### config.mk
export PLATFORM = sky130hd
export DESIGN_NAME = dual_wheel_pi_speed_controller
export DESIGN_NICKNAME = d
export VERILOG_FILES = /design/src/rtl/dwpi_pkg.sv /design/src/rtl/dual_wheel_pi_speed_controller.sv /design/src/rtl/dwpi_cfg.sv /design/src/rtl/dwpi_ctrl.sv /design/src/rtl/dwpi_dp.sv
export VERILOG_INCLUDE_DIRS = /design/src /design/src/rtl
export SDC_FILE = /design/constraint.sdc
export NUM_CORES = 1
export LEC_CHECK = 0
export BUFFER_PORTS_ARGS = -buffer_cell sky130_fd_sc_hd__buf_2
export CORE_UTILIZATION = 55
export CTS_CLUSTER_DIAMETER = 30
export DETAILED_ROUTE_END_ITERATION = 10
export PLACE_DENSITY = 0.71
export SLEW_MARGIN = 10
export SYNTH_ARGS = -nofsm -noshare
export SYNTH_HDL_FRONTEND = slang
export SYNTH_SLANG_ARGS = --single-unit
### constraint.sdc
create_clock -name aclk -period 14.9 [get_ports aclk]
set_clock_uncertainty 0.15 [all_clocks]
set_input_delay 1.49 -clock aclk [delete_from_list [all_inputs] [get_ports aclk]]
set_output_delay 1.49 -clock aclk [all_outputs]
set_load 0.01 [all_outputs]
### src/rtl/dual_wheel_pi_speed_controller_defines.svh
// ----------------------------------------------------------------------------
// Dual-wheel PI speed controller: assertion macros
// Shared property forms for the checks in the RTL.
// ----------------------------------------------------------------------------
`ifndef DUAL_WHEEL_PI_SPEED_CONTROLLER_DEFINES_SVH
`define DUAL_WHEEL_PI_SPEED_CONTROLLER_DEFINES_SVH

// condition holds at every edge out of reset
`define DWPI_ASSERT_ALWAYS(lbl, clk, rstn, cond, msg) \
    lbl: assert property (@(posedge clk) disable iff (!rstn) (cond)) else $error(msg);

// consequent holds in the cycle after the antecedent
`define DWPI_ASSERT_NEXT(lbl, clk, rstn, ante, cons, msg) \
    lbl: assert property (@(posedge clk) disable iff (!rstn) (ante) |=> (cons)) \
        else $error(msg);

`endif

### src/rtl/dwpi_pkg.sv
// ----------------------------------------------------------------------------
// dwpi_pkg
// Types, widths and constants of the dual-wheel PI speed controller.
// ----------------------------------------------------------------------------
package dwpi_pkg;

    localparam int BASE_W     = 7;
    localparam int ANGLE_W    = 10;
    localparam int GAIN_W     = 8;
    localparam int LIMIT_W    = 14;
    localparam int MEAS_W     = 10;
    localparam int DRIVE_W    = 15;
    localparam int GOAL_W     = 8;
    localparam int ACC_W      = 16;
    localparam int CFG_IDX_W  = 3;
    localparam int CFG_DATA_W = 14;

    localparam int ERR_W  = 11;
    localparam int DIFF_W = 12;
    localparam int PROD_W = 21;
    localparam int NUM_W  = 23;
    localparam int DEN_W  = 17;
    localparam int QUO_W  = 3;
    localparam int TGT_W  = 9;

    localparam int SPEED_MIN    = 25;
    localparam int SPEED_MAX    = 38;
    localparam int DEAD_BAND    = 15;
    localparam int OFFSET_MAX   = 5;
    localparam int OFS_NUM_BIAS = 200;
    localparam int OFS_DEN_BIAS = 20200;

    localparam int BASE_SPEED_RST   = 26;
    localparam int STEER_CENTER_RST = 512;
    localparam int GAIN_P_RST       = 25;
    localparam int GAIN_I_RST       = 40;
    localparam int DRIVE_LIMIT_RST  = 9900;

    typedef enum logic [CFG_IDX_W-1:0] {
        REG_BASE_SPEED   = 3'd0,
        REG_STEER_CENTER = 3'd1,
        REG_GAIN_P_LEFT  = 3'd2,
        REG_GAIN_I_LEFT  = 3'd3,
        REG_GAIN_P_RIGHT = 3'd4,
        REG_GAIN_I_RIGHT = 3'd5,
        REG_DRIVE_LIMIT  = 3'd6
    } cfg_idx_t;

    typedef enum logic [1:0] {
        MODE_STOP    = 2'd0,
        MODE_REVERSE = 2'd1,
        MODE_FORWARD = 2'd2,
        MODE_HOLD    = 2'd3
    } mode_t;

    typedef enum logic [3:0] {
        ST_IDLE,
        ST_OFS_MUL,
        ST_OFS_DIV,
        ST_TARGET,
        ST_ERR,
        ST_MUL_PL,
        ST_MUL_IL,
        ST_MUL_PR,
        ST_MUL_IR,
        ST_MUL_END,
        ST_ACC,
        ST_DONE
    } state_t;

    typedef enum logic [1:0] {
        MUL_P_LEFT,
        MUL_I_LEFT,
        MUL_P_RIGHT,
        MUL_I_RIGHT
    } mul_sel_t;

    typedef enum logic [2:0] {
        DU_HOLD,
        DU_LOAD_L,
        DU_ADD_L,
        DU_LOAD_R,
        DU_ADD_R
    } du_op_t;

    typedef struct packed {
        logic [BASE_W-1:0]  base_speed;
        logic [ANGLE_W-1:0] steer_center;
        logic [GAIN_W-1:0]  gain_p_left;
        logic [GAIN_W-1:0]  gain_i_left;
        logic [GAIN_W-1:0]  gain_p_right;
        logic [GAIN_W-1:0]  gain_i_right;
        logic [LIMIT_W-1:0] drive_limit;
    } dwpi_cfg_t;

    typedef struct packed {
        logic     load_in;
        logic     ofs_mul;
        logic     div_step;
        logic     set_target;
        logic     calc_err;
        mul_sel_t mul_sel;
        du_op_t   du_op;
        logic     acc_upd;
        logic     load_out;
    } dwpi_cmd_t;

    typedef struct packed {
        logic div_done;
    } dwpi_sts_t;

endpackage

### src/rtl/dual_wheel_pi_speed_controller.sv
// ----------------------------------------------------------------------------
// dual_wheel_pi_speed_controller
// Two-wheel incremental PI speed loop with steering differential.
//
//   channel  direction  handshake          payload
//   s_       in         s_valid/s_ready    run_mode, steer_angle, meas L/R
//   m_       out        m_valid/m_ready    drive L/R, goal L/R
//   cfg_     in         cfg_we (no wait)   cfg_index, cfg_wdata
//
// One beat at a time: each tick runs the offset subtract loop (0 to 5 steps)
// and the shared PI multiplier (4 products).
// Result is held in an output register; a stalled m_ready delays the next
// s_ready only while a finished result is still waiting there.
// aresetn is synchronous; it restores register defaults and clears the
// targets, last errors and accumulators.
// ----------------------------------------------------------------------------
module dual_wheel_pi_speed_controller
    import dwpi_pkg::*;
(
    input  logic                      aclk,
    input  logic                      aresetn,
    input  logic                      cfg_we,
    input  logic [CFG_IDX_W-1:0]      cfg_index,
    input  logic [CFG_DATA_W-1:0]     cfg_wdata,
    input  logic                      s_valid,
    output logic                      s_ready,
    input  logic [1:0]                s_run_mode,
    input  logic [ANGLE_W-1:0]        s_steer_angle,
    input  logic signed [MEAS_W-1:0]  s_meas_left,
    input  logic signed [MEAS_W-1:0]  s_meas_right,
    output logic                      m_valid,
    input  logic                      m_ready,
    output logic signed [DRIVE_W-1:0] m_drive_left,
    output logic signed [DRIVE_W-1:0] m_drive_right,
    output logic signed [GOAL_W-1:0]  m_goal_left,
    output logic signed [GOAL_W-1:0]  m_goal_right
);

    dwpi_cfg_t cfg;
    dwpi_cmd_t cmd;
    dwpi_sts_t sts;

    dwpi_cfg u_cfg (
        .aclk      (aclk),
        .aresetn   (aresetn),
        .cfg_we    (cfg_we),
        .cfg_index (cfg_index),
        .cfg_wdata (cfg_wdata),
        .cfg       (cfg)
    );

    dwpi_ctrl u_ctrl (
        .aclk    (aclk),
        .aresetn (aresetn),
        .s_valid (s_valid),
        .s_ready (s_ready),
        .m_valid (m_valid),
        .m_ready (m_ready),
        .sts     (sts),
        .cmd     (cmd)
    );

    dwpi_dp u_dp (
        .aclk          (aclk),
        .aresetn       (aresetn),
        .cfg           (cfg),
        .cmd           (cmd),
        .sts           (sts),
        .s_run_mode    (s_run_mode),
        .s_steer_angle (s_steer_angle),
        .s_meas_left   (s_meas_left),
        .s_meas_right  (s_meas_right),
        .m_drive_left  (m_drive_left),
        .m_drive_right (m_drive_right),
        .m_goal_left   (m_goal_left),
        .m_goal_right  (m_goal_right)
    );

endmodule

### src/rtl/dwpi_cfg.sv
// ----------------------------------------------------------------------------
// dwpi_cfg
// Configuration register file, written through a plain write port.
// ----------------------------------------------------------------------------
module dwpi_cfg
    import dwpi_pkg::*;
(
    input  logic                  aclk,
    input  logic                  aresetn,
    input  logic                  cfg_we,
    input  logic [CFG_IDX_W-1:0]  cfg_index,
    input  logic [CFG_DATA_W-1:0] cfg_wdata,
    output dwpi_cfg_t             cfg
);

    dwpi_cfg_t cfg_reg;
    dwpi_cfg_t cfg_next;

    always_comb begin
        cfg_next = cfg_reg;
        if (cfg_we) begin
            unique case (cfg_idx_t'(cfg_index))
                REG_BASE_SPEED:   cfg_next.base_speed   = cfg_wdata[BASE_W-1:0];
                REG_STEER_CENTER: cfg_next.steer_center = cfg_wdata[ANGLE_W-1:0];
                REG_GAIN_P_LEFT:  cfg_next.gain_p_left  = cfg_wdata[GAIN_W-1:0];
                REG_GAIN_I_LEFT:  cfg_next.gain_i_left  = cfg_wdata[GAIN_W-1:0];
                REG_GAIN_P_RIGHT: cfg_next.gain_p_right = cfg_wdata[GAIN_W-1:0];
                REG_GAIN_I_RIGHT: cfg_next.gain_i_right = cfg_wdata[GAIN_W-1:0];
                REG_DRIVE_LIMIT:  cfg_next.drive_limit  = cfg_wdata[LIMIT_W-1:0];
                default:          cfg_next = cfg_reg;
            endcase
        end
    end

    always_ff @(posedge aclk) begin
        if (!aresetn) begin
            cfg_reg.base_speed   <= BASE_W'(BASE_SPEED_RST);
            cfg_reg.steer_center <= ANGLE_W'(STEER_CENTER_RST);
            cfg_reg.gain_p_left  <= GAIN_W'(GAIN_P_RST);
            cfg_reg.gain_i_left  <= GAIN_W'(GAIN_I_RST);
            cfg_reg.gain_p_right <= GAIN_W'(GAIN_P_RST);
            cfg_reg.gain_i_right <= GAIN_W'(GAIN_I_RST);
            cfg_reg.drive_limit  <= LIMIT_W'(DRIVE_LIMIT_RST);
        end else begin
            cfg_reg <= cfg_next;
        end
    end

    assign cfg = cfg_reg;

endmodule

### src/rtl/dwpi_ctrl.sv
// ----------------------------------------------------------------------------
// dwpi_ctrl
// Tick sequencer: steps the datapath through offset, targets, PI and output.
// ----------------------------------------------------------------------------
module dwpi_ctrl
    import dwpi_pkg::*;
(
    input  logic      aclk,
    input  logic      aresetn,
    input  logic      s_valid,
    output logic      s_ready,
    output logic      m_valid,
    input  logic      m_ready,
    input  dwpi_sts_t sts,
    output dwpi_cmd_t cmd
);

    state_t state_reg;
    state_t state_next;
    logic   m_valid_reg;
    logic   m_valid_next;
    logic   out_free;

    assign out_free = !m_valid_reg || m_ready;

    always_comb begin
        state_next = state_reg;
        unique case (state_reg)
            ST_IDLE:    if (s_valid) state_next = ST_OFS_MUL;
            ST_OFS_MUL: state_next = ST_OFS_DIV;
            ST_OFS_DIV: if (sts.div_done) state_next = ST_TARGET;
            ST_TARGET:  state_next = ST_ERR;
            ST_ERR:     state_next = ST_MUL_PL;
            ST_MUL_PL:  state_next = ST_MUL_IL;
            ST_MUL_IL:  state_next = ST_MUL_PR;
            ST_MUL_PR:  state_next = ST_MUL_IR;
            ST_MUL_IR:  state_next = ST_MUL_END;
            ST_MUL_END: state_next = ST_ACC;
            ST_ACC:     state_next = ST_DONE;
            ST_DONE:    if (out_free) state_next = ST_IDLE;
            default:    state_next = ST_IDLE;
        endcase
    end

    always_comb begin
        cmd     = '0;
        s_ready = 1'b0;
        unique case (state_reg)
            ST_IDLE: begin
                s_ready     = 1'b1;
                cmd.load_in = s_valid;
            end
            ST_OFS_MUL: cmd.ofs_mul    = 1'b1;
            ST_OFS_DIV: cmd.div_step   = !sts.div_done;
            ST_TARGET:  cmd.set_target = 1'b1;
            ST_ERR:     cmd.calc_err   = 1'b1;
            ST_MUL_PL:  cmd.mul_sel    = MUL_P_LEFT;
            ST_MUL_IL: begin
                cmd.mul_sel = MUL_I_LEFT;
                cmd.du_op   = DU_LOAD_L;
            end
            ST_MUL_PR: begin
                cmd.mul_sel = MUL_P_RIGHT;
                cmd.du_op   = DU_ADD_L;
            end
            ST_MUL_IR: begin
                cmd.mul_sel = MUL_I_RIGHT;
                cmd.du_op   = DU_LOAD_R;
            end
            ST_MUL_END: cmd.du_op    = DU_ADD_R;
            ST_ACC:     cmd.acc_upd  = 1'b1;
            ST_DONE:    cmd.load_out = out_free;
            default:    cmd          = '0;
        endcase
    end

    always_comb begin
        m_valid_next = m_valid_reg;
        if (cmd.load_out) begin
            m_valid_next = 1'b1;
        end else if (m_ready) begin
            m_valid_next = 1'b0;
        end
    end

    always_ff @(posedge aclk) begin
        if (!aresetn) begin
            state_reg   <= ST_IDLE;
            m_valid_reg <= 1'b0;
        end else begin
            state_reg   <= state_next;
            m_valid_reg <= m_valid_next;
        end
    end

    assign m_valid = m_valid_reg;

endmodule

### src/rtl/dwpi_dp.sv
// ----------------------------------------------------------------------------
// dwpi_dp
// Datapath: steering offset with bounded subtract divider, wheel targets,
// shared PI multiplier, clamped accumulators and result registers.
// ----------------------------------------------------------------------------
`include "dual_wheel_pi_speed_controller_defines.svh"

module dwpi_dp
    import dwpi_pkg::*;
(
    input  logic                     aclk,
    input  logic                     aresetn,
    input  dwpi_cfg_t                cfg,
    input  dwpi_cmd_t                cmd,
    output dwpi_sts_t                sts,
    input  logic [1:0]               s_run_mode,
    input  logic [ANGLE_W-1:0]       s_steer_angle,
    input  logic signed [MEAS_W-1:0] s_meas_left,
    input  logic signed [MEAS_W-1:0] s_meas_right,
    output logic signed [DRIVE_W-1:0] m_drive_left,
    output logic signed [DRIVE_W-1:0] m_drive_right,
    output logic signed [GOAL_W-1:0]  m_goal_left,
    output logic signed [GOAL_W-1:0]  m_goal_right
);

    function automatic logic signed [GOAL_W-1:0] clamp_speed(logic signed [TGT_W-1:0] v);
        logic signed [GOAL_W-1:0] r;
        if (v <= TGT_W'(SPEED_MIN)) begin
            r = GOAL_W'(SPEED_MIN);
        end else if (v >= TGT_W'(SPEED_MAX)) begin
            r = GOAL_W'(SPEED_MAX);
        end else begin
            r = v[GOAL_W-1:0];
        end
        return r;
    endfunction

    function automatic logic signed [ACC_W-1:0] acc_clamp(logic signed [ACC_W-1:0] acc,
                                                          logic [ACC_W-1:0] du,
                                                          logic signed [ACC_W-1:0] lim);
        logic signed [ACC_W-1:0] sum;
        logic signed [ACC_W-1:0] r;
        sum = acc + $signed(du);
        if (sum >= lim) begin
            r = lim;
        end else if (sum <= -lim) begin
            r = -lim;
        end else begin
            r = sum;
        end
        return r;
    endfunction

    // input beat
    mode_t                     mode_reg;
    logic [ANGLE_W-1:0]        angle_reg;
    logic signed [MEAS_W-1:0]  meas_l_reg;
    logic signed [MEAS_W-1:0]  meas_r_reg;

    // offset
    logic                      e_big_reg;
    logic                      steer_lt_reg;
    logic                      steer_gt_reg;
    logic [NUM_W-1:0]          rem_reg;
    logic [DEN_W-1:0]          den_reg;
    logic [QUO_W-1:0]          quo_reg;

    // loop state
    logic signed [GOAL_W-1:0]  target_l_reg;
    logic signed [GOAL_W-1:0]  target_r_reg;
    logic signed [ERR_W-1:0]   last_err_l_reg;
    logic signed [ERR_W-1:0]   last_err_r_reg;
    logic signed [ACC_W-1:0]   accum_l_reg;
    logic signed [ACC_W-1:0]   accum_r_reg;

    // PI working registers
    logic signed [ERR_W-1:0]   err_l_reg;
    logic signed [ERR_W-1:0]   err_r_reg;
    logic signed [DIFF_W-1:0]  diff_l_reg;
    logic signed [DIFF_W-1:0]  diff_r_reg;
    logic signed [PROD_W-1:0]  prod_reg;
    logic [ACC_W-1:0]          du_l_reg;
    logic [ACC_W-1:0]          du_r_reg;

    // result beat
    logic signed [DRIVE_W-1:0] drive_l_reg;
    logic signed [DRIVE_W-1:0] drive_r_reg;
    logic signed [GOAL_W-1:0]  goal_l_reg;
    logic signed [GOAL_W-1:0]  goal_r_reg;

    logic signed [ANGLE_W:0]   dev;
    logic [ANGLE_W-1:0]        dev_abs;
    logic [DEN_W-1:0]          e_ext;
    logic [DEN_W-1:0]          e_x45;
    logic [DEN_W-1:0]          num_fac;
    logic [DEN_W-1:0]          ofs_den;
    logic [NUM_W-1:0]          ofs_num;

    logic [QUO_W-1:0]          off;
    logic signed [TGT_W-1:0]   base_s;
    logic signed [TGT_W-1:0]   off_s;
    logic signed [TGT_W-1:0]   tl_raw;
    logic signed [TGT_W-1:0]   tr_raw;

    logic signed [ERR_W-1:0]   err_l;
    logic signed [ERR_W-1:0]   err_r;

    logic [GAIN_W-1:0]         mul_a;
    logic signed [DIFF_W-1:0]  mul_b;
    logic signed [PROD_W-1:0]  mul_res;
    logic signed [ACC_W-1:0]   lim_s;

    // steering deviation and offset fraction terms
    assign dev     = $signed({1'b0, angle_reg}) - $signed({1'b0, cfg.steer_center});
    assign dev_abs = dev[ANGLE_W] ? ANGLE_W'(-dev) : dev[ANGLE_W-1:0];
    assign e_ext   = DEN_W'(dev_abs);
    assign e_x45   = (e_ext << 5) + (e_ext << 3) + (e_ext << 2) + e_ext;
    assign num_fac = e_x45 + DEN_W'(OFS_NUM_BIAS);
    assign ofs_den = e_x45 + DEN_W'(OFS_DEN_BIAS);
    assign ofs_num = NUM_W'(cfg.base_speed) * NUM_W'(num_fac);

    assign sts.div_done = (rem_reg < NUM_W'(den_reg)) || (quo_reg == QUO_W'(OFFSET_MAX));

    // wheel targets
    assign off    = e_big_reg ? quo_reg : '0;
    assign base_s = $signed(TGT_W'(cfg.base_speed));
    assign off_s  = $signed(TGT_W'(off));
    assign tl_raw = steer_lt_reg ? base_s + off_s :
                    steer_gt_reg ? base_s - off_s : base_s;
    assign tr_raw = steer_lt_reg ? base_s - off_s :
                    steer_gt_reg ? base_s + off_s : base_s;

    assign err_l = ERR_W'(target_l_reg) - ERR_W'(meas_l_reg);
    assign err_r = ERR_W'(target_r_reg) - ERR_W'(meas_r_reg);

    // shared multiplier
    always_comb begin
        case (cmd.mul_sel)
            MUL_P_LEFT: begin
                mul_a = cfg.gain_p_left;
                mul_b = diff_l_reg;
            end
            MUL_I_LEFT: begin
                mul_a = cfg.gain_i_left;
                mul_b = DIFF_W'(err_l_reg);
            end
            MUL_P_RIGHT: begin
                mul_a = cfg.gain_p_right;
                mul_b = diff_r_reg;
            end
            default: begin
                mul_a = cfg.gain_i_right;
                mul_b = DIFF_W'(err_r_reg);
            end
        endcase
    end

    assign mul_res = PROD_W'($signed({1'b0, mul_a})) * PROD_W'(mul_b);
    assign lim_s   = $signed(ACC_W'(cfg.drive_limit));

    always_ff @(posedge aclk) begin
        if (cmd.load_in) begin
            mode_reg   <= mode_t'(s_run_mode);
            angle_reg  <= s_steer_angle;
            meas_l_reg <= s_meas_left;
            meas_r_reg <= s_meas_right;
        end
        if (cmd.ofs_mul) begin
            e_big_reg    <= dev_abs > ANGLE_W'(DEAD_BAND);
            steer_lt_reg <= dev[ANGLE_W];
            steer_gt_reg <= !dev[ANGLE_W] && (dev != '0);
            rem_reg      <= ofs_num;
            den_reg      <= ofs_den;
        end else if (cmd.div_step) begin
            rem_reg <= rem_reg - NUM_W'(den_reg);
        end
        if (cmd.calc_err) begin
            err_l_reg  <= err_l;
            err_r_reg  <= err_r;
            diff_l_reg <= DIFF_W'(err_l) - DIFF_W'(last_err_l_reg);
            diff_r_reg <= DIFF_W'(err_r) - DIFF_W'(last_err_r_reg);
        end
        prod_reg <= mul_res;
        case (cmd.du_op)
            DU_LOAD_L: du_l_reg <= prod_reg[ACC_W-1:0];
            DU_ADD_L:  du_l_reg <= du_l_reg + prod_reg[ACC_W-1:0];
            DU_LOAD_R: du_r_reg <= prod_reg[ACC_W-1:0];
            DU_ADD_R:  du_r_reg <= du_r_reg + prod_reg[ACC_W-1:0];
            default: begin
                du_l_reg <= du_l_reg;
                du_r_reg <= du_r_reg;
            end
        endcase
        if (cmd.load_out) begin
            drive_l_reg <= accum_l_reg[DRIVE_W-1:0];
            drive_r_reg <= accum_r_reg[DRIVE_W-1:0];
            goal_l_reg  <= target_l_reg;
            goal_r_reg  <= target_r_reg;
        end
    end

    always_ff @(posedge aclk) begin
        if (!aresetn) begin
            quo_reg        <= '0;
            target_l_reg   <= '0;
            target_r_reg   <= '0;
            last_err_l_reg <= '0;
            last_err_r_reg <= '0;
            accum_l_reg    <= '0;
            accum_r_reg    <= '0;
        end else begin
            if (cmd.ofs_mul) begin
                quo_reg <= '0;
            end else if (cmd.div_step) begin
                quo_reg <= quo_reg + 1'b1;
            end
            if (cmd.set_target) begin
                unique case (mode_reg)
                    MODE_STOP: begin
                        target_l_reg <= '0;
                        target_r_reg <= '0;
                    end
                    MODE_REVERSE: begin
                        target_l_reg <= -$signed(GOAL_W'(cfg.base_speed));
                        target_r_reg <= -$signed(GOAL_W'(cfg.base_speed));
                    end
                    MODE_FORWARD: begin
                        target_l_reg <= clamp_speed(tl_raw);
                        target_r_reg <= clamp_speed(tr_raw);
                    end
                    MODE_HOLD: begin
                        target_l_reg <= target_l_reg;
                        target_r_reg <= target_r_reg;
                    end
                endcase
            end
            if (cmd.calc_err) begin
                last_err_l_reg <= err_l;
                last_err_r_reg <= err_r;
            end
            if (cmd.acc_upd) begin
                accum_l_reg <= acc_clamp(accum_l_reg, du_l_reg, lim_s);
                accum_r_reg <= acc_clamp(accum_r_reg, du_r_reg, lim_s);
            end
        end
    end

    assign m_drive_left  = drive_l_reg;
    assign m_drive_right = drive_r_reg;
    assign m_goal_left   = goal_l_reg;
    assign m_goal_right  = goal_r_reg;

    `DWPI_ASSERT_ALWAYS(a_quo_bound, aclk, aresetn, quo_reg <= QUO_W'(OFFSET_MAX), "offset quotient past its clamp")

    `DWPI_ASSERT_NEXT(a_acc_limit, aclk, aresetn, cmd.acc_upd, (accum_l_reg <= lim_s) && (accum_l_reg >= -lim_s) && (accum_r_reg <= lim_s) && (accum_r_reg >= -lim_s), "accumulator outside drive limit")

    `DWPI_ASSERT_NEXT(a_fwd_target, aclk, aresetn, cmd.set_target && (mode_reg == MODE_FORWARD), (target_l_reg >= GOAL_W'(SPEED_MIN)) && (target_l_reg <= GOAL_W'(SPEED_MAX)) && (target_r_reg >= GOAL_W'(SPEED_MIN)) && (target_r_reg <= GOAL_W'(SPEED_MAX)), "forward target outside speed window")

endmodule
==> metrics.sh <==
DR.PASS1.ITERS=9
TRITONCTS_CLOCK_TREE='yes'
PORTBUFS=101
TIMING.FINAL.CRIT_PERIOD_NS=11.74
SYNTH_ASYNC_SR_FLOP_SHARE_PCT=0
GRT_SETUP_UNREPAIRED='no'
YS_TYPES=94
SYNTHMOSTINSTANTIATEDCELL='sky130_fd_sc_hd__nand2_1'
SYNTH_SEQ_CELLS=356
CTSRESIZECOUNT=0
YS.WARNINGS.COUNT=0
TIGHTESTPINTRANSITION_NS=1.14
VIAS_PER_CELL=5.72
SYNTH_LARGEST_AREA_CELL='sky130_fd_sc_hd__edfxtp_1'
DRTITER0DRC=1654
ROWS=83
ANT_NETS=0
MAX_SLEW_VIOLATION_TOTAL_FROM_THE_FINAL_REPORT=0
FINAL-HOLD-VIOLATION-COUNT=0
RUN_STATUS='finished, final reports clean'
TIMING.CRITICAL_PATH.MAX_DELAY_FAMILY='adder cells'
CRITPATHKIND='reg2reg'
DIE_HEIGHT_UM=231
CRITICAL-PATH-MAX-STAGE-DELAY_NS=0.57
SYNTH_AREA_PER_CELL_SQ_UM=8.96
POST_DRT_WL_PER_CELL_UM=17.9
LARGEST_REGISTER_FF_COUNT=63
SYNTHCELLS=3217
LAYOUT.FILLER_CELLS=4247
FINAL_CELL_AREA_SQ_UM=33100
WORST-ENDPOINT-ARRIVAL_NS=12.07
POSTSYNTHNETCOUNT=3715
CAP_VIOLATIONS=0
POST_SYNTH_MAIN_AREA_CONTRIBUTORS='sky130_fd_sc_hd__edfxtp_1, sky130_fd_sc_hd__ha_1, sky130_fd_sc_hd__dfxtp_1, sky130_fd_sc_hd__fa_1, sky130_fd_sc_hd__nand2_1'
CRIT_SLOWEST_CELL='sky130_fd_sc_hd__or3_1'
TNS_NS=0
VIA_COUNT=23363
SYNTH.CELLS.MOST_FREQUENT='sky130_fd_sc_hd__nand2_1, sky130_fd_sc_hd__inv_1, sky130_fd_sc_hd__ha_1'
IOS=102
CRIT_TOP_CELL='sky130_fd_sc_hd__fa_1'
CLK_TRANSITION_REPORTED_PATHS_NS=0.05
FMAX_GHz=0.0852
CTS_MAX_LEVEL=3
INITIAL_CORE_UTIL_PCT=56.0
FINALNETCOUNT=3826
TIMING.CRITICAL_PATH.FROM_TYPE='register'
GRT_UTIL_ALL_LAYERS_PCT=27.7
DRIVE_GT1_SHARE_PCT=10.2
SYNTH.CELL_AREA_SQ_UM=28800
TRITONCTS.NUM_BUFFERS=86
MAX_SLEW_MARGIN_PCT=23.8
FP.DIEW_UM=231
ANTENNA_FOUND_INITIAL=4
DESIGN.DIE.AREA_SQ_UM=53300
CLKLATENCYLATEPIN_NS=0.65
GRT_MAX_DEGREE=78
OVERFLOW=0
SYNTH.TOP_CELL.AREA_SHARE_PCT=20.7
CRIT_BUF_INV=4
TIMING.HOLD.WORST.CLASS='reg2reg'
DOMINANTREGCELLSYNTH='sky130_fd_sc_hd__edfxtp_1'
POST_CTS_BUFFERS=0
SYNTH-SEQ-AREA-SHARE_PCT=31.6
SYNTHTOLAYOUTAREAGROWTH_PCT=15.0
DETAIL_ROUTE.DRC_VIOLATIONS=0
CP_MAX_FO=16
NUMBER_OF_ENABLE_FLIP_FLOP_CELLS_AFTER_SYNTHESIS=199
CTS_HOLD_REPAIR.BUFFERS=0
CRITICAL_PATH_REQUIRED_NS=15.23
DP.FINAL_HPWL_UM=54400
GRT_PASS1_VIAS=23689
CTS_MAX_PATH_BUFFERS=3
WORSTSETUPENDPOINTTYPE='register'
FINALWIRELENGTH_UM=73000
PLACED_AREA_SQ_UM=30000
COREAREA_SQ_UM=51500
GP_WEIGHTED_CONGESTION=0.924
GRT_FIRST_PASS_WIRELENGTH_UM=119000
FIN_CRIT_SH_PCT=78.8
CLOCK_SINKS=356
CLOCK_TREE.ROOT_CELL='sky130_fd_sc_hd__clkbuf_16'
SETUP_VIOL=0
[placed cells by master (no fill, tap or decap), drive strengths merged, types with 120 or more instances in the layout]
cell type  Yosys  routed
buf            8     120
fa           151     151
edfxtp       199     199
dfxtp        157     157
nor2         227     227
a21oi        240     240
nand2        444     444
inv          348     357
xnor2        153     153
o21ai        160     160
ha           293     293
[worst register-to-register path, delay by kind of cell (launching register included)]
kind,cells,cell delay (ns)
fa+ha+maj,10,4.19
xor+xnor,4,1.39
compound gates,13,2.96
simple gates,9,2.28
flops,1,0.34
buf+inv,4,0.24
[stage by stage]
stage | utilization [%] | std cells | setup WS (ns) | hold slack [ns]
2_1_floorplan | - | 3217 | 4.27 | 0.279
3_3_place_gp | 58.2 | 3920 | 3.55 | 0.291
3_5_place_dp | 58.2 | 3920 | 3.23 | 0.298
4_1_cts | 64.3 | 4080 | 3.16 | 0.304
5_1_grt | 64.3 | 4080 | 2.34 | 0.323
6_report | 64.4 | 4084 | 3.16 | 0.304
[path summary, 6_finish.rpt]
kind                     start                to  slack [ns]  cells after the start
max          u_dp.angle_reg[0]  u_dp.rem_reg[22]        3.16                     40
min              u_cfg.cfg[44]     u_cfg.cfg[44]        0.30                      2
min reg2reg      u_cfg.cfg[44]     u_cfg.cfg[44]        0.30                      2
max reg2reg  u_dp.angle_reg[0]  u_dp.rem_reg[22]        3.16                     40
[cells by family (layout without fill, tap and decap cells)]
group                    Yosys count  count (layout)  synth area share (%)
multiplexers                      20              20                 0.742
AO/OA/AOI/OAI                    700             700                  15.5
adder cells (fa/ha/maj)          445             445                  23.2
flip-flops                       356             356                  31.6
AND/OR/NAND/NOR                 1034            1034                  16.4
other                              0               4                     0
XOR/XNOR                         214             214                  6.60
buffers and inverters            448             631                  5.85
[cell type report]
class / count / area [sq um] / share of cell area, %
Multi-Input combinational cell: 2413 / 18100 / 54.5
Sequential cell: 356 / 9120 / 27.5
Clock buffer: 108 / 2400 / 7.23
Inverter: 351 / 1320 / 3.98
Tap cell: 680 / 851 / 2.57
Clock inverter: 52 / 747 / 2.25
Timing Repair Buffer: 120 / 648 / 1.96
Antenna cell: 4 / 10.0 / 0.0302
[layer usage]
layer	global-route usage [%]	share of wire, %	routed length [um]	up-vias
met5	0	0.032	23	-
met4	12.0	4.0	2890	4
met3	4.52	5.8	4200	184
met2	46.6	47	34400	703
met1	35.1	43	31500	11133
li1	-	-	-	11339
Power is not shown: default switching activity piles up to over one toggle a cycle in this logic, so the estimate is an artifact.
